### src/rtl/text_cell_oled_page_renderer_unit_defines.svh
// Assertion macros used by the page renderer datapath.
`ifndef TEXT_CELL_OLED_PAGE_RENDERER_UNIT_DEFINES_SVH
`define TEXT_CELL_OLED_PAGE_RENDERER_UNIT_DEFINES_SVH

// Same-cycle implication, checked outside reset.
`define TCOPR_ASSERT_IMP(label, clk, rst, ante, cons) \
   label: assert property (@(posedge clk) disable iff (rst) (ante) |-> (cons)) \
      else $error("page renderer check failed");

// Next-cycle implication, checked outside reset.
`define TCOPR_ASSERT_NXT(label, clk, rst, ante, cons) \
   label: assert property (@(posedge clk) disable iff (rst) (ante) |=> (cons)) \
      else $error("page renderer check failed");

`endif

### src/rtl/tcopr_pkg.sv
// Shared constants, font and controller/datapath interface types for the page renderer.
package tcopr_pkg;

   // display geometry
   localparam int DISPLAY_WIDTH  = 128;
   localparam int DISPLAY_HEIGHT = 64;
   localparam int PAGE_COUNT     = DISPLAY_HEIGHT / 8;
   localparam int PAGE_W         = $clog2(PAGE_COUNT);

   // frame memory: linear byte space, stored as 8-byte words
   localparam int WORD_COUNT = DISPLAY_WIDTH * PAGE_COUNT / 8;
   localparam int WORD_AW    = $clog2(WORD_COUNT);
   localparam int BYTE_AW    = WORD_AW + 3;
   // word pointer is kept as index+1 so the word before address zero is representable
   localparam int PTR_W      = $clog2(WORD_COUNT + 2);

   // text cells
   localparam int TEXT_COLUMNS = 21;
   localparam int CELL_WIDTH   = 6;

   // page stream: control byte plus one page of pixels
   localparam int STREAM_BYTES = DISPLAY_WIDTH + 1;
   localparam int DATA_BEATS   = (STREAM_BYTES + 7) / 8;
   localparam int BEAT_W       = $clog2(DATA_BEATS);
   localparam int REM_W        = $clog2(STREAM_BYTES + 1);

   // controller bytes
   localparam logic [7:0] CMD_CTRL     = 8'h00;
   localparam logic [7:0] PAGE_CMD     = 8'hB0;
   localparam logic [7:0] COL_HIGH_CMD = 8'h10;
   localparam logic [7:0] DATA_CTRL    = 8'h40;

   // operation codes
   localparam logic [1:0] OP_DRAW  = 2'd0;
   localparam logic [1:0] OP_CLEAR = 2'd1;
   localparam logic [1:0] OP_FLUSH = 2'd2;

   // controller to datapath
   typedef struct packed {
      logic capture;
      logic clear_all;
      logic draw_wr;
      logic draw_next;
      logic ld_setup;
      logic ld_data;
      logic prev_load;
      logic ptr_inc;
   } cmd_type;

   // datapath to controller
   typedef struct packed {
      logic draw_ok;
      logic clear_ok;
      logic flush_ok;
      logic out_free;
      logic last_beat;
   } status_type;

   // pack five glyph columns, first column in the low byte
   function automatic logic [39:0] glyph5(input logic [7:0] c0, input logic [7:0] c1,
                                          input logic [7:0] c2, input logic [7:0] c3,
                                          input logic [7:0] c4);
      return {c4, c3, c2, c1, c0};
   endfunction

   // 5x7 font; unknown codes are blank
   function automatic logic [39:0] glyph_bits(input logic [7:0] code);
      logic [39:0] g;
      unique case (code)
         8'h30: g = glyph5(8'h3E, 8'h51, 8'h49, 8'h45, 8'h3E);
         8'h31: g = glyph5(8'h00, 8'h42, 8'h7F, 8'h40, 8'h00);
         8'h32: g = glyph5(8'h42, 8'h61, 8'h51, 8'h49, 8'h46);
         8'h33: g = glyph5(8'h21, 8'h41, 8'h45, 8'h4B, 8'h31);
         8'h34: g = glyph5(8'h18, 8'h14, 8'h12, 8'h7F, 8'h10);
         8'h35: g = glyph5(8'h27, 8'h45, 8'h45, 8'h45, 8'h39);
         8'h36: g = glyph5(8'h3C, 8'h4A, 8'h49, 8'h49, 8'h30);
         8'h37: g = glyph5(8'h01, 8'h71, 8'h09, 8'h05, 8'h03);
         8'h38: g = glyph5(8'h36, 8'h49, 8'h49, 8'h49, 8'h36);
         8'h39: g = glyph5(8'h06, 8'h49, 8'h49, 8'h29, 8'h1E);
         8'h41: g = glyph5(8'h7E, 8'h11, 8'h11, 8'h11, 8'h7E);
         8'h42: g = glyph5(8'h7F, 8'h49, 8'h49, 8'h49, 8'h36);
         8'h43: g = glyph5(8'h3E, 8'h41, 8'h41, 8'h41, 8'h22);
         8'h44: g = glyph5(8'h7F, 8'h41, 8'h41, 8'h22, 8'h1C);
         8'h45: g = glyph5(8'h7F, 8'h49, 8'h49, 8'h49, 8'h41);
         8'h46: g = glyph5(8'h7F, 8'h09, 8'h09, 8'h09, 8'h01);
         8'h47: g = glyph5(8'h3E, 8'h41, 8'h49, 8'h49, 8'h7A);
         8'h48: g = glyph5(8'h7F, 8'h08, 8'h08, 8'h08, 8'h7F);
         8'h49: g = glyph5(8'h00, 8'h41, 8'h7F, 8'h41, 8'h00);
         8'h4A: g = glyph5(8'h20, 8'h40, 8'h41, 8'h3F, 8'h01);
         8'h4B: g = glyph5(8'h7F, 8'h08, 8'h14, 8'h22, 8'h41);
         8'h4C: g = glyph5(8'h7F, 8'h40, 8'h40, 8'h40, 8'h40);
         8'h4D: g = glyph5(8'h7F, 8'h02, 8'h0C, 8'h02, 8'h7F);
         8'h4E: g = glyph5(8'h7F, 8'h04, 8'h08, 8'h10, 8'h7F);
         8'h4F: g = glyph5(8'h3E, 8'h41, 8'h41, 8'h41, 8'h3E);
         8'h50: g = glyph5(8'h7F, 8'h09, 8'h09, 8'h09, 8'h06);
         8'h51: g = glyph5(8'h3E, 8'h41, 8'h51, 8'h21, 8'h5E);
         8'h52: g = glyph5(8'h7F, 8'h09, 8'h19, 8'h29, 8'h46);
         8'h53: g = glyph5(8'h46, 8'h49, 8'h49, 8'h49, 8'h31);
         8'h54: g = glyph5(8'h01, 8'h01, 8'h7F, 8'h01, 8'h01);
         8'h55: g = glyph5(8'h3F, 8'h40, 8'h40, 8'h40, 8'h3F);
         8'h56: g = glyph5(8'h1F, 8'h20, 8'h40, 8'h20, 8'h1F);
         8'h57: g = glyph5(8'h7F, 8'h20, 8'h18, 8'h20, 8'h7F);
         8'h58: g = glyph5(8'h63, 8'h14, 8'h08, 8'h14, 8'h63);
         8'h59: g = glyph5(8'h03, 8'h04, 8'h78, 8'h04, 8'h03);
         8'h5A: g = glyph5(8'h61, 8'h51, 8'h49, 8'h45, 8'h43);
         8'h2E: g = glyph5(8'h00, 8'h60, 8'h60, 8'h00, 8'h00);
         8'h3A: g = glyph5(8'h00, 8'h36, 8'h36, 8'h00, 8'h00);
         8'h2D: g = glyph5(8'h08, 8'h08, 8'h08, 8'h08, 8'h08);
         8'h2F: g = glyph5(8'h20, 8'h10, 8'h08, 8'h04, 8'h02);
         8'h25: g = glyph5(8'h62, 8'h64, 8'h08, 8'h13, 8'h23);
         8'h3E: g = glyph5(8'h08, 8'h14, 8'h22, 8'h41, 8'h00);
         default: g = '0;
      endcase
      return g;
   endfunction

endpackage

### src/rtl/tcopr_ctrl.sv
// Sequencer for draw, clear and flush operations of the page renderer.
module tcopr_ctrl (
   input  logic                  clock,
   input  logic                  reset,
   input  logic                  req_valid,
   output logic                  req_stall,
   input  tcopr_pkg::status_type status,
   output tcopr_pkg::cmd_type    cmd
);

   localparam logic [3:0] ST_IDLE   = 4'd0;
   localparam logic [3:0] ST_DRD0   = 4'd1;
   localparam logic [3:0] ST_DWR0   = 4'd2;
   localparam logic [3:0] ST_DRD1   = 4'd3;
   localparam logic [3:0] ST_DWR1   = 4'd4;
   localparam logic [3:0] ST_FSETUP = 4'd5;
   localparam logic [3:0] ST_FLOW   = 4'd6;
   localparam logic [3:0] ST_FWAIT  = 4'd7;
   localparam logic [3:0] ST_FDATA  = 4'd8;

   logic [3:0] state_ff;
   logic [3:0] state_in;

   // one operation at a time
   assign req_stall = (state_ff != ST_IDLE);

   // next state and commands
   always_comb begin
      state_in = state_ff;
      cmd      = '0;
      unique case (state_ff)
         ST_IDLE: begin
            if (req_valid) begin
               cmd.capture   = 1'b1;
               cmd.clear_all = status.clear_ok;
               if (status.draw_ok) begin
                  state_in = ST_DRD0;
               end else if (status.flush_ok) begin
                  state_in = ST_FSETUP;
               end
            end
         end
         ST_DRD0: begin
            state_in = ST_DWR0;
         end
         ST_DWR0: begin
            cmd.draw_wr   = 1'b1;
            cmd.draw_next = 1'b1;
            state_in      = ST_DRD1;
         end
         ST_DRD1: begin
            state_in = ST_DWR1;
         end
         ST_DWR1: begin
            cmd.draw_wr = 1'b1;
            state_in    = ST_IDLE;
         end
         ST_FSETUP: begin
            if (status.out_free) begin
               cmd.ld_setup = 1'b1;
               state_in     = ST_FLOW;
            end
         end
         ST_FLOW: begin
            cmd.prev_load = 1'b1;
            cmd.ptr_inc   = 1'b1;
            state_in      = ST_FWAIT;
         end
         ST_FWAIT: begin
            state_in = ST_FDATA;
         end
         ST_FDATA: begin
            if (status.out_free) begin
               cmd.ld_data   = 1'b1;
               cmd.prev_load = 1'b1;
               cmd.ptr_inc   = 1'b1;
               state_in      = status.last_beat ? ST_IDLE : ST_FWAIT;
            end
         end
         default: begin
            state_in = ST_IDLE;
         end
      endcase
   end

   // state register
   always_ff @(posedge clock) begin
      if (reset) begin
         state_ff <= ST_IDLE;
      end else begin
         state_ff <= state_in;
      end
   end

endmodule

### config.mk
export PLATFORM = sky130hd
export DESIGN_NAME = tcopr_ctrl
export DESIGN_NICKNAME = d
export VERILOG_FILES = /design/src/rtl/text_cell_oled_page_renderer_unit_defines.svh /design/src/rtl/tcopr_pkg.sv /design/src/rtl/tcopr_ctrl.sv
export SDC_FILE = /design/constraint.sdc
export NUM_CORES = 1
export LEC_CHECK = 0
export BUFFER_PORTS_ARGS = -buffer_cell sky130_fd_sc_hd__buf_2
export CAP_MARGIN = 20
export CORE_AREA = 10 10 47 49
export CTS_CLUSTER_DIAMETER = 50
export CTS_CLUSTER_SIZE = 12
export DETAILED_ROUTE_END_ITERATION = 8
export DIE_AREA = 0 0 57 59
export GPL_TIMING_DRIVEN = 1
export PLACE_DENSITY = 0.64
export SLEW_MARGIN = 15
export SYNTH_ARGS = -nofsm -noshare
export SYNTH_HDL_FRONTEND = slang
export SYNTH_SLANG_ARGS = --single-unit
### constraint.sdc
create_clock -name clock -period 1.88 [get_ports clock]
set_input_delay 0.376 -clock clock [delete_from_list [all_inputs] [get_ports clock]]
set_output_delay 0.376 -clock clock [all_outputs]
set_load 0.02 [all_outputs]
== Yosys cells after proc, flatten, opt, wreduce, memory -nomap -nowiden ==
Index checks and enable logic that the tools add are counted.
W data, S select, Z words.

* Flip-flop bits (word level): 4
* Input port bits: 8
* Output and inout port bits: 9
* Word-level logic and storage cells: 33

* Eq/ne operators: 12
* Multiplexer cells: 16
* Reduce and logical (&&, ||, !) cells: 4

{| class="wikitable"
|+ Operators by type and width
! operator !! number
|-
| $pmux W4 S8 || 1
|-
| $mux W4 || 5
|-
| $eq A4 B3 Y1 const B || 4
|-
| $eq A4 B2 Y1 const B || 2
|-
| $mux W3 || 2
|-
| $ne A2 B2 Y1 const B || 3
|-
| $mux W1 || 5
|-
| $eq A4 B1 Y1 const B || 1
|-
| $eq A4 B4 Y1 const B || 1
|-
| $logic_not A4 Y1 || 1
|-
| $mux W2 || 2
|-
| $pmux W2 S2 || 1
|-
| $reduce_and A4 Y1 || 1
|-
| $reduce_bool A4 Y1 || 1
|-
| $ne A3 B3 Y1 const B || 1
|-
| $reduce_or A2 Y1 || 1
|}

== Longest topological paths before layout ==
* Depth after elaboration: 4
* Depth in mapped cells: 6

== Worst setup path before layout ==
Ideal clock, no wire load.

* Path type: reg2out
* Start point: reg state_ff[1]
* End point: out cmd[1] (netlist name)
* Arrival time: 1.318 ns
* Data required time: 1.504 ns
* Setup slack: 0.186 ns
* Cell stages (with the launch flop): 5
* Path buffers: 2
* Cells stage by stage: dfxtp_1 > clkbuf_1 > a31oi_1 > nor2_1 > buf_4

{| class="wikitable"
|+ RTL lines
! item !! RTL line !! RTL
|-
| from (decl) || tcopr_ctrl.sv:21 || <nowiki>logic [3:0] state_ff;</nowiki>
|-
| from (signal assigned) || tcopr_ctrl.sv:91 || <nowiki>state_ff <= state_in;</nowiki>
|-
| to (decl) || tcopr_ctrl.sv:8 || <nowiki>output tcopr_pkg::cmd_type cmd</nowiki>
|}

==> metrics.yaml <==
clocking:
  cts.reportedPaths.clkPinSlew_ns: 0.04
  cts_hold_buf: 0
  cts_sinks: 4
  cts_tree: "yes"
  cts_buffers: 3
  cts_max_level: 1
  clockRootBuffer: "clkbuf_4"
  insertion_delay_ns: 0.23
  cts_resized: 0
  post_cts_buffers: 0
  clock_path_buffers: 2
synthesis:
  synth_cell_types: 33
  synth_edf_count: 0
  syn-instance-count: 54
  synth_area_leaders: "dfxtp_1 (20%), nor2_1 (8.6%), a21oi_1 (3.8%), nor3_1 (3.8%), or4b_4 (3.5%)"
  synth_nets: 62
  yosysSeqAreaShare: 0.2038
  yosysTopAreaCell: "dfxtp_1"
  syn_area_sq_um: 392.9
  synth_top_area_frac: 0.2038
  ys_ff_latch: 4
  synthFlopType: "dfxtp_1"
  async_flop_share: 0
  yosysWarnings: 0
  syn_avg_cell_area_sq_um: 7.276
timing:
  hold_violations: 0
  hold_slack_ns: 0.3605
  skew_ns: 0.0005672
  slew_violations: 0
  setup_tns_ns: 0
  max_slew_margin: 0.7752
  tightest_slew_ns: 0.3372
  fin_crit_sh: 0.8903
  setup_viol: 0
  rsz0062_at_grt: "no"
  post-route-min-period_ns: 1.674
  fmax_ghz: 0.5975
pwr:
  p_leak_nw: 0.2348
  p_total_uw: 639.5
  switching_share: 0.4660
  combPwrFrac: 0.549
  clock_power_share: 0.160
  p_int_uw: 341.5
  p_switching_uw: 298.0
  cellPowerDensity_nw_per_um2: 1294
  seqPwrFrac: 0.291
  ir_worst_vdd_uv: 449.2
placed_design:
  io_buffers: 16
  place_area_sq_um: 467.9
  gp_congestion: 0.8828
  dpl.hpwl_um: 830.1
global_route:
  grt-ovfl-total: 0
  antenna_found_initial: 0
  track_usage: 0.06058
  grt_pass1_vias: 410
  grt_pass1_wl_mm: 1.697
  grt_start_max_net_pins: 16
die:
  ios: 17
  die_area_sq_um: 3363
  core_sq_um: 1401
  dieWidth_um: 57
  start_util: 0.2804
  std_cell_rows: 14
  die_y_um: 59
critical_path:
  r2r_end: "state_ff[2]$_SDFFE_PP0P_"
  worstSetupStartpointType: "register"
  critPathKind: "register to output pin"
  path_max_fanout: 13
  crit_start: "state_ff[2]$_SDFFE_PP0P_"
  cp.required_ns: 1.50
  r2r_start: "state_ff[3]$_SDFFE_PP0P_"
  cp.arrival_ns: 1.30
  reg2regPathDepth: 4
  ff2ff_setup_slack_ns: 0.45
  endpoint_kind: "output pin"
final_layout:
  top_register: "state_ff"
  n_antenna_cell: 0
  final_area_sq_um: 494.2
  largest_reg_flops: 4
  syn_to_final_growth_pct: 25.80
  drive_gt1_frac: 0.3623
  biggestRegsByFlops: "state_ff: 4 flops"
  nets: 79
route:
  via_per_inst: 5.153
  dr.first_iter.drc_count: 2
  drt_wl_total_mm: 1.050
  route.detailed.drc: 0
  via_count: 438
  ant_nets: 0
  wl_per_cell_um: 12.35
  firstDrtPassIters: 4
run_status:
  status: "finished clean"
hold_path:
  min_path_type: "primary input to register"
  hold_path_depth: 2
  min_to: "state_ff[3]$_SDFFE_PP0P_"
  hp-start: "reset"
flow_run:
  cap_violations: 0
-- metrics by stage --
stage	cells	worst slack, ns	utilization
2_1_floorplan	54	0.1858	-
3_3_place_gp	82	0.3078	0.3339
3_5_place_dp	82	0.2782	0.3339
4_1_cts	85	0.02229	0.3500
5_1_grt	85	0.1139	0.3527
6_report	85	0.2063	0.3527
-- cell type report --
class	count	area, sq um
Fill cell	162	907.1
Multi-Input combinational cell	43	272.8
Timing Repair Buffer	17	87.58
Sequential cell	4	83.83
Clock buffer	3	22.52
Tap cell	16	20.02
Inverter	2	7.507
-- placed cells by master, fill, tap and decap left out, types with 2 or more instances in the layout --
cell type   n
nand2_1     3
dfxtp_2     3
a21oi_1     3
nand2b_1    2
clkbuf_4    3
nor3_1      3
and3_1      2
inv_1       2
nor2_1      9
buf_2      16
-- how the worst max path moves through the flow --
stage / endpoint / slack (ns) / depth (start not counted)
after detailed placement: cmd[6] / 0.28 / 4
after global placement: cmd[6] / 0.31 / 4
after global routing: cmd[3] / 0.11 / 3
after CTS: cmd[6] / 0.02 / 4
after floorplan: cmd[1] / 0.19 / 4
final: cmd[6] / 0.21 / 4
-- power groups by stage --
stage	logic [mW]	registers [mW]	clock network (mW)
2_1_floorplan	0.317	0.134	0
3_3_place_gp	0.353	0.181	0
3_5_place_dp	0.356	0.183	0
4_1_cts	0.357	0.181	0.109
5_1_grt	0.391	0.197	0.115
6_report	0.351	0.186	0.103
-- logic make-up after synthesis --
group | share of synthesized area
and+or+nand+nor | 0.4300
AOI/OAI and AO/OA | 0.2198
DFF | 0.2038
buffers and inverters | 0.1019
xor gates and xnor gates | 0.04459
-- synthesized netlist by cell type (2+ instances only) --
master,n
nor3_1,3
nand2b_1,2
and3_1,2
dfxtp_1,4
nor2_1,9
a21oi_1,3
inv_1,2
nand2_1,3
buf_2,2
-- critical path, cell delays in order, from the launching register on --
cell	delay [ns]
dfxtp_2	0.38
nor2_1	0.22
and3_1	0.20
and2_1	0.12
buf_2	0.15
-- layer usage --
layer  GRT usage  share of wire  vias up
li1            -              -      227
met2     0.09457           0.45       10
met1     0.06079           0.44      199
met5           0              0        -
met3     0.03863           0.10        2
met4     0.03356         0.0057        0
(Power assumes the default switching activity.)
